$ cat config.mk
export PLATFORM = sky130hd
export DESIGN_NAME = byte_stream_signature_matcher
export DESIGN_NICKNAME = d
export VERILOG_FILES = /design/src/rtl/bssm_pkg.sv /design/src/rtl/bssm_scan.sv /design/src/rtl/bssm_report.sv /design/src/rtl/byte_stream_signature_matcher.sv
export SDC_FILE = /design/constraint.sdc
export NUM_CORES = 1
export LEC_CHECK = 0
export BUFFER_PORTS_ARGS = -buffer_cell sky130_fd_sc_hd__buf_2
export CAP_MARGIN = 20
export CORE_AREA = 2 2 218 220
export DETAILED_ROUTE_END_ITERATION = 16
export DIE_AREA = 0 0 220 222
export SKIP_LAST_GASP = 1
export SYNTH_ARGS = -nofsm -noshare
export SYNTH_HDL_FRONTEND = slang
export SYNTH_SLANG_ARGS = --single-unit
$ cat constraint.sdc
create_clock -name clk -period 6.5 [get_ports clk]
set_input_delay 1.3 -clock clk [delete_from_list [all_inputs] [get_ports clk]]
set_output_delay 1.3 -clock clk [all_outputs]
set_load 0.1 [all_outputs]
$ cat src/rtl/bssm_pkg.sv
// Shared definitions for the byte stream signature matcher.
// Holds the signature dictionary, register indexes and verdict codes.
// No dependencies.
`default_nettype none

package bssm_pkg;

  localparam int SIG_COUNT   = 19;
  localparam int SIG_MAX_LEN = 27;
  localparam int SIG_TEXT_W  = SIG_MAX_LEN * 8;
  localparam int THR_W       = 5;
  localparam int CNT_W       = 3;
  localparam int CFG_INDEX_W = 1;

  // Register indexes of the configuration port.
  localparam logic [CFG_INDEX_W-1:0] REG_POSITIVE_THR   = 1'd0;
  localparam logic [CFG_INDEX_W-1:0] REG_SUSPICIOUS_THR = 1'd1;

  localparam logic [THR_W-1:0] POSITIVE_THR_RESET   = 5'd3;
  localparam logic [THR_W-1:0] SUSPICIOUS_THR_RESET = 5'd1;

  localparam logic [1:0] VERDICT_NEGATIVE   = 2'd0;
  localparam logic [1:0] VERDICT_SUSPICIOUS = 2'd1;
  localparam logic [1:0] VERDICT_POSITIVE   = 2'd2;

  // A string literal is right aligned in the vector: byte 0 holds the last
  // character of the signature, byte k the character k places before it.
  localparam logic [SIG_TEXT_W-1:0] SIG_TEXT [SIG_COUNT] = '{
    "IsDebuggerPresent",
    "CheckRemoteDebuggerPresent",
    "ZwQueryInformationProcess",
    "NtQueryInformationProcess",
    "SetUnhandledExceptionFilter",
    "UnhandledExceptionFilter",
    "IsBadReadPtr",
    "IsBadWritePtr",
    "IsBadCodePtr",
    "GetTickCount",
    "QueryPerformanceCounter",
    "timeGetTime",
    "GetSystemTime",
    "GetLocalTime",
    "rdtsc",
    "OutputDebugStringA",
    "OutputDebugStringW",
    "DbgPrint",
    "DbgPrompt"
  };

  localparam int SIG_LEN [SIG_COUNT] = '{
    17, 26, 25, 25, 27, 24, 12, 13, 12, 12, 23, 11, 13, 12, 5, 18, 18, 8, 9
  };

  // Handoff of a finished file from the scanner to the report stage.
  typedef struct packed {
    logic                 fire;
    logic [SIG_COUNT-1:0] found;
  } bssm_req_t;

endpackage

`default_nettype wire

$ cat src/rtl/bssm_scan.sv
// Input register, byte history and parallel signature comparators.
// Depends on bssm_pkg for the dictionary and the handoff struct.
// Passes the seen flags of a finished file to bssm_report.
`default_nettype none

module bssm_scan
  import bssm_pkg::*;
#(
  parameter int HIST_DEPTH = SIG_MAX_LEN - 1
) (
  input  wire logic       clk,
  input  wire logic       rst,
  input  wire logic       in_valid,
  output logic            in_ready,
  input  wire logic [7:0] data_byte,
  input  wire logic       end_of_file,
  input  wire logic       slot_free,
  output bssm_req_t       req
);

  logic                 hold_valid;
  logic [7:0]           hold_byte;
  logic                 hold_last;
  logic [7:0]           history [HIST_DEPTH];
  logic [SIG_COUNT-1:0] seen;
  logic [SIG_COUNT-1:0] seen_next;
  logic [SIG_COUNT-1:0] hit;
  logic [7:0]           win [SIG_MAX_LEN];
  logic                 advance;
  logic                 take;

  // A plain byte always moves on; the last byte of a file needs the slot.
  assign advance  = hold_valid && (!hold_last || slot_free);
  assign in_ready = !hold_valid || advance;
  assign take     = in_valid && in_ready;

  assign win[0] = hold_byte;
  for (genvar k = 1; k < SIG_MAX_LEN; k++) begin : g_win
    assign win[k] = history[k-1];
  end

  for (genvar s = 0; s < SIG_COUNT; s++) begin : g_sig
    logic [SIG_MAX_LEN-1:0] byte_ok;
    for (genvar k = 0; k < SIG_MAX_LEN; k++) begin : g_byte
      if (k < SIG_LEN[s]) begin : g_cmp
        assign byte_ok[k] = (win[k] == SIG_TEXT[s][8*k +: 8]);
      end else begin : g_pad
        assign byte_ok[k] = 1'b1;
      end
    end
    assign hit[s] = &byte_ok;
  end

  assign seen_next = seen | hit;

  assign req.fire  = advance && hold_last;
  assign req.found = seen_next;

  always_ff @(posedge clk) begin
    if (rst) begin
      hold_valid <= 1'b0;
    end else if (take) begin
      hold_valid <= 1'b1;
    end else if (advance) begin
      hold_valid <= 1'b0;
    end
  end

  always_ff @(posedge clk) begin
    if (take) begin
      hold_byte <= data_byte;
      hold_last <= end_of_file;
    end
  end

  always_ff @(posedge clk) begin
    if (rst) begin
      seen <= '0;
      for (int i = 0; i < HIST_DEPTH; i++) begin
        history[i] <= '0;
      end
    end else if (advance) begin
      if (hold_last) begin
        seen <= '0;
        for (int i = 0; i < HIST_DEPTH; i++) begin
          history[i] <= '0;
        end
      end else begin
        seen       <= seen_next;
        history[0] <= hold_byte;
        for (int i = 1; i < HIST_DEPTH; i++) begin
          history[i] <= history[i-1];
        end
      end
    end
  end

  // The last item of a file waits in the input register until the slot frees.
  a_last_holds: assert property (@(posedge clk) disable iff (rst)
    (hold_valid && hold_last && !slot_free) |=> (hold_valid && hold_last))
    else $error("last item left the input register while the slot was busy");

  // Finishing a file starts the next one with no flags set.
  a_flags_cleared: assert property (@(posedge clk) disable iff (rst)
    req.fire |=> (seen == '0))
    else $error("seen flags not cleared after end of file");

  // Flags only ever grow within a file.
  a_flags_sticky: assert property (@(posedge clk) disable iff (rst)
    (advance && !hold_last) |=> ((seen & $past(seen)) == $past(seen)))
    else $error("a seen flag was lost within a file");

endmodule

`default_nettype wire

$ cat src/rtl/bssm_report.sv
// Per-group counts, verdict and the result register.
// Depends on bssm_pkg; takes finished files from bssm_scan.
`default_nettype none

module bssm_report
  import bssm_pkg::*;
(
  input  wire logic                   clk,
  input  wire logic                   rst,
  input  wire logic                   cfg_we,
  input  wire logic [CFG_INDEX_W-1:0] cfg_index,
  input  wire logic [THR_W-1:0]       cfg_data,
  input  wire bssm_req_t              req,
  output logic                        slot_free,
  output logic                        out_valid,
  input  wire logic                   out_ready,
  output logic [SIG_COUNT-1:0]        found_mask,
  output logic [CNT_W-1:0]            direct_hits,
  output logic [CNT_W-1:0]            exception_hits,
  output logic [CNT_W-1:0]            timing_hits,
  output logic [CNT_W-1:0]            debug_string_hits,
  output logic [THR_W-1:0]            total_hits,
  output logic [1:0]                  verdict
);

  logic [THR_W-1:0] positive_thr;
  logic [THR_W-1:0] suspicious_thr;
  logic [CNT_W-1:0] direct_next;
  logic [CNT_W-1:0] exception_next;
  logic [CNT_W-1:0] timing_next;
  logic [CNT_W-1:0] debug_next;
  logic [THR_W-1:0] total_next;
  logic [1:0]       verdict_next;

  assign slot_free = !out_valid || out_ready;

  // Groups: direct bits 0..3, exception 4..8, timing 9..14, debug string 15..18.
  assign direct_next    = CNT_W'($countones(req.found[3:0]));
  assign exception_next = CNT_W'($countones(req.found[8:4]));
  assign timing_next    = CNT_W'($countones(req.found[14:9]));
  assign debug_next     = CNT_W'($countones(req.found[18:15]));
  assign total_next     = THR_W'(direct_next) + THR_W'(exception_next)
                        + THR_W'(timing_next) + THR_W'(debug_next);

  always_comb begin
    priority if (total_next >= positive_thr) begin
      verdict_next = VERDICT_POSITIVE;
    end else if (total_next >= suspicious_thr) begin
      verdict_next = VERDICT_SUSPICIOUS;
    end else begin
      verdict_next = VERDICT_NEGATIVE;
    end
  end

  always_ff @(posedge clk) begin
    if (rst) begin
      positive_thr   <= POSITIVE_THR_RESET;
      suspicious_thr <= SUSPICIOUS_THR_RESET;
    end else if (cfg_we) begin
      unique case (cfg_index)
        REG_POSITIVE_THR:   positive_thr   <= cfg_data;
        REG_SUSPICIOUS_THR: suspicious_thr <= cfg_data;
        default:            positive_thr   <= positive_thr;
      endcase
    end
  end

  always_ff @(posedge clk) begin
    if (rst) begin
      out_valid <= 1'b0;
    end else if (req.fire) begin
      out_valid <= 1'b1;
    end else if (out_ready) begin
      out_valid <= 1'b0;
    end
  end

  always_ff @(posedge clk) begin
    if (req.fire) begin
      found_mask        <= req.found;
      direct_hits       <= direct_next;
      exception_hits    <= exception_next;
      timing_hits       <= timing_next;
      debug_string_hits <= debug_next;
      total_hits        <= total_next;
      verdict           <= verdict_next;
    end
  end

  // The total always agrees with the group counts it was built from.
  a_total_sum: assert property (@(posedge clk) disable iff (rst)
    out_valid |-> (total_hits == THR_W'(direct_hits) + THR_W'(exception_hits)
                               + THR_W'(timing_hits) + THR_W'(debug_string_hits)))
    else $error("total does not match the group counts");

  // The group counts agree with the found mask.
  a_mask_counts: assert property (@(posedge clk) disable iff (rst)
    out_valid |-> (THR_W'($countones(found_mask)) == total_hits))
    else $error("found mask and total disagree");

endmodule

`default_nettype wire

$ cat src/rtl/byte_stream_signature_matcher.sv
// Top level of the byte stream signature matcher.
// Depends on bssm_pkg, bssm_scan and bssm_report.
//
// Usage: the bytes of one file enter on the input channel (in_valid,
// in_ready, data_byte, end_of_file), one item per cycle. Every item is
// compared in parallel against all 19 signatures using the current byte and
// the history of earlier bytes; a match sets a sticky seen flag. The item
// with end_of_file set produces exactly one result item on the output
// channel (out_valid, out_ready and the result fields); no other item
// produces one. After that item the history and flags are cleared, so the
// next byte starts a fresh file.
// The last item passes through the input register and the result register.
// Throughput: one item per cycle, set by the single input register in
// front of the comparators. A result waiting in the output register does
// not block ordinary bytes; only a following end-of-file item waits in
// the input register until that result is taken, so input stalls follow
// output stalls by at most one file.
// Reset clears the history, the flags, both valid bits and loads the thresholds
// with 3 (positive) and 1 (suspicious). Thresholds are written by the user via
// cfg_we/cfg_index/cfg_data while no file is in flight; not enforced here.
`default_nettype none

module byte_stream_signature_matcher
  import bssm_pkg::*;
#(
  parameter int MAX_SIGNATURE_LEN = SIG_MAX_LEN
) (
  input  wire logic                   clk,
  input  wire logic                   rst,
  input  wire logic                   cfg_we,
  input  wire logic [CFG_INDEX_W-1:0] cfg_index,
  input  wire logic [THR_W-1:0]       cfg_data,
  input  wire logic                   in_valid,
  output logic                        in_ready,
  input  wire logic [7:0]             data_byte,
  input  wire logic                   end_of_file,
  output logic                        out_valid,
  input  wire logic                   out_ready,
  output logic [SIG_COUNT-1:0]        found_mask,
  output logic [CNT_W-1:0]            direct_hits,
  output logic [CNT_W-1:0]            exception_hits,
  output logic [CNT_W-1:0]            timing_hits,
  output logic [CNT_W-1:0]            debug_string_hits,
  output logic [THR_W-1:0]            total_hits,
  output logic [1:0]                  verdict
);

  // The history holds every byte but the current one of the longest signature.
  bssm_req_t req;
  logic      slot_free;

  bssm_scan #(
    .HIST_DEPTH(MAX_SIGNATURE_LEN - 1)
  ) u_scan (
    .clk        (clk),
    .rst        (rst),
    .in_valid   (in_valid),
    .in_ready   (in_ready),
    .data_byte  (data_byte),
    .end_of_file(end_of_file),
    .slot_free  (slot_free),
    .req        (req)
  );

  // Counts, verdict and the result register that decouples the receiver.
  bssm_report u_report (
    .clk              (clk),
    .rst              (rst),
    .cfg_we           (cfg_we),
    .cfg_index        (cfg_index),
    .cfg_data         (cfg_data),
    .req              (req),
    .slot_free        (slot_free),
    .out_valid        (out_valid),
    .out_ready        (out_ready),
    .found_mask       (found_mask),
    .direct_hits      (direct_hits),
    .exception_hits   (exception_hits),
    .timing_hits      (timing_hits),
    .debug_string_hits(debug_string_hits),
    .total_hits       (total_hits),
    .verdict          (verdict)
  );

endmodule

`default_nettype wire
==> impl_metrics.csv <==
group,metric,value,unit
clocking,ctsHoldBuffers,0,
detailed_routing,initialDrtViolationCount,1245,
logic_synthesis,avgSynthCellArea,12.3,µm²
clocking,cts_inserted_buffers,34,
grt,grt_pass1_wl,65500,µm
run_status,status,"completed",
worst_setup_path,worstRegToRegCells,21,
logic_synthesis,synth_area,13800,µm²
worst_setup_path,end_kind,"register",
detailed_routing,detail_route.first_pass.iterations,5,
worst_hold_path,whs_path_depth,2,
clocking,cts_tree,"done",
grt,overflow,0,
clocking,insertion_delay,0.52,ns
clocking,cts.sink_count,286,
detailed_routing,vias,10400,
power_and_ir_drop,powerDensity,262,nW/µm²
logic_synthesis,ys_types,66,
placed_design,dp_hpwl,32100,µm
logic_synthesis,post_synth_inst_count,1120,
detailed_routing,routed_via_density,5.49,
grt,pin_count_of_the_biggest_net_entering_global_routing,110,
detailed_routing,routed_wire_length_per_instance,23.3,µm
clocking,cts_buffer_depth,3,
die,chipHeight,222,µm
worst_setup_path,worst_ep_required_time,6.77,ns
logic_synthesis,async_reset_ff_share,0,%
die,io_pins,60,
placed_design,gp_routability_congestion,0.973,
worst_setup_path,crit_path_max_fanout,6,
die,die_ar,48800,µm²
logic_synthesis,synth-edff-count,247,
sta,max_freq,0.158,GHz
sta,skew,0.0137,ns
die,width_of_the_die,220,µm
sta,setup_viol,0,
layout,post_route_cells_drive_above_1_share,20.4,%
power_and_ir_drop,static-leakage-power,6.80,nW
logic_synthesis,synthFlopType,"edfxtp_1",
worst_hold_path,worst_hold_path_type,"reg -> reg",
power_and_ir_drop,worst_ir_drop_vdd,0.228,mV
clocking,clkSlewWorstSetupHoldPaths,0.06,ns
worst_setup_path,worst_path_largest_cell_delay,0.58,ns
worst_setup_path,cp_slowest_cell,"or4_1",
logic_synthesis,ys_warn_count,0,
sta,max_slew_margin,27.3,%
grt,antenna_violations_before_repair,1,
detailed_routing,drc,0,
sta,final_period_minus_worst_setup_slack,6.34,ns
layout,fin_util,35.9,%
layout,insertedDiodeCount,0,
logic_synthesis,flops_latches_synth,286,
grt,number_of_global_route_vias_before_repair,10300,
placed_design,count_of_buffers_inserted_at_the_top_level_ports,59,
die,core,46300,µm²
worst_setup_path,cp_cell_sequence,"nand2b_1 -> nor3b_1 -> nand4b_1 -> or4_1 -> nor4_4 -> buf_4 -> a21o_1 -> ha_1 -> fa_1 -> fa_1 -> fa_1 -> inv_1 -> fa_1 -> inv_1 -> ha_1 -> fa_1 -> ha_1 -> a21o_1 -> a21o_1 -> a21oi_1 -> nor2_1",
die,starting_density,29.8,%
worst_setup_path,cp-start-kind,"register",
clocking,cts.root.buffer_cell,"clkbuf_16",
layout,area_delta_synth_final,20.5,%
sta,timing_max_transition_violations_final,0,
sta,grt_setup_unrepaired,"no",
layout,finalNetCount,1327,
sta,number_of_hold_violations_in_the_final_report,0,
worst_setup_path,worst-endpoint-arrival,6.61,ns
logic_synthesis,mappedNetlistNets,1179,
grt,track_usage,17.9,%
sta,tightest_pin_transition,1.09,ns
sta,post-route-period-util,97.5,%
die,core.rowCount,79,
logic_synthesis,synth-seq-area-share,59.4,%
sta,finalWorstSetupSlack,0.160,ns
detailed_routing,antenna_violating_nets_post_route,0,
placed_design,placed_cell_area,15400,µm²
placed_design,place_worst_setup_slack,-0.143,ns
detailed_routing,routed_wirelength,44100,µm
job,drv_cap,0,
layout,fin_area,16600,µm²
worst_setup_path,critical_path_class,"reg -> reg",
clocking,htree_num_levels,2,
worst_setup_path,cpMostUsedCell,"fa_1",
timing repair:
item                                    4_1_cts  5_1_grt
pin swaps                                     0        3
setup buffers                                 0        5
endpoints found under the hold margin         0        0
endpoints found under the setup margin        2        2
resized for setup                             4        8
sequential cells by signal, summed over array words and instances, names as in the netlist:
name and cells:
u_report.timing_hits 3, u_scan.hold_last 1, u_report.exception_hits 3, u_report.found_mask 19, u_report.debug_string_hits 3, u_report.out_valid 1, u_report.total_hits 5, u_report.direct_hits 3
u_scan.history 208, u_scan.seen 19, u_scan.hold_valid 1, u_scan.hold_byte 8, u_report.verdict 2, u_report.suspicious_thr 5, u_report.positive_thr 5
cells by family after synthesis:
kind of cell             after synthesis  share of synthesized area (%)
AND/OR/NAND/NOR                      646                           30.4
flip-flops                           286                           59.4
buffers and inverters                 83                           2.40
AO/OA/AOI/OAI                         60                           3.18
adder cells (fa/ha/maj)               39                           4.14
XOR/XNOR                               3                          0.191
multiplexers                           3                          0.218
cell usage in the layout (no fill, tap or decap), types with 11 or more instances in the layout:
cell type,synthesis,routed
edfxtp_1,247,247
and3_1,205,205
buf_4,0,104
buf_2,0,59
nand2_1,51,51
nand3_1,43,43
nor2_1,41,39
dfxtp_1,39,38
nand4_1,36,36
clkbuf_16,0,35
nand4b_1,33,33
nor4_1,33,31
inv_1,30,28
ha_1,28,28
nor4b_1,29,24
nor3_1,22,22
a21o_1,18,18
nor3b_1,16,16
a21oi_1,16,16
nor4bb_1,16,14
nand2b_1,13,13
nand3b_1,12,12
nor2b_1,11,11
fa_1,11,11
area by class of cell:
class                           instances  area (µm²)
Fill cell                            4514       29600
Clock buffer                           41         918
Multi-Input combinational cell        751        5360
Inverter                               31         119
Clock inverter                         16         161
Tap cell                              607         759
Timing Repair Buffer                  164        1100
Sequential cell                       286        8200
synthesized netlist by cell type, types with 13 or more instances:
| cell | number | area (µm²) |
|---|---|---|
| nand2b_1 | 13 | 81.3 |
| nand3_1 | 43 | 215 |
| nand2_1 | 51 | 191 |
| dfxtp_1 | 39 | 781 |
| a21o_1 | 18 | 135 |
| nor3_1 | 22 | 110 |
| clkbuf_1 | 50 | 188 |
| a21oi_1 | 16 | 80.1 |
| nor3b_1 | 16 | 120 |
| nor4bb_1 | 16 | 160 |
| and3_1 | 205 | 1280 |
| nor2_1 | 41 | 154 |
| nand4_1 | 36 | 225 |
| edfxtp_1 | 247 | 7420 |
| nand4b_1 | 33 | 289 |
| nor4_1 | 33 | 206 |
| ha_1 | 28 | 350 |
| nor4b_1 | 29 | 254 |
| inv_1 | 30 | 113 |
report_power, final:
group,switching (mW),internal [mW],total [mW]
registers,0.0921,2.09,2.18
clock network,0.744,1.12,1.87
logic,0.217,0.0897,0.307
total,1.05,3.30,4.35
routing by layer:
layer  share of wire [%]  vias up  GRT usage [%]
li1                    -     4679              -
met1                  43     5251           24.7
met2                  46      387           27.8
met3                 6.9       86           3.65
met4                 3.5        2           6.43
met5               0.029        -              0
metrics by stage:
| stage | instances | setup TNS (ns) | total power, mW | hold slack, ns |
|---|---|---|---|---|
| 2_1_floorplan | 1120 | 0 | 2.37 | 0.416 |
| 3_3_place_gp | 1833 | -0.0376 | 2.51 | 0.426 |
| 3_5_place_dp | 1833 | -0.253 | 2.51 | 0.444 |
| 4_1_cts | 1890 | 0 | 4.38 | 0.452 |
| 5_1_grt | 1896 | 0 | 4.50 | 0.477 |
| 6_report | 1896 | 0 | 4.35 | 0.456 |
worst paths after layout:
path	from	to	slack, ns
worst max-delay path	u_scan.history[0][19]	u_report.verdict[0]	0.16
worst max register to register	u_scan.history[0][19]	u_report.verdict[0]	0.16
worst min-delay path	u_scan.seen[12]	u_scan.seen[12]	0.46
worst min register to register	u_scan.seen[12]	u_scan.seen[12]	0.46
critical path: cells and delay by family, from the launching register on:
family	cells	cell delay [ns]
AOI/OAI and AO/OA	4	0.62
adders and majority gates	8	3.24
buffers and inverters	3	0.28
DFF	1	0.52
and+or+nand+nor	6	1.43
Power figures use the tool's default switching activity.
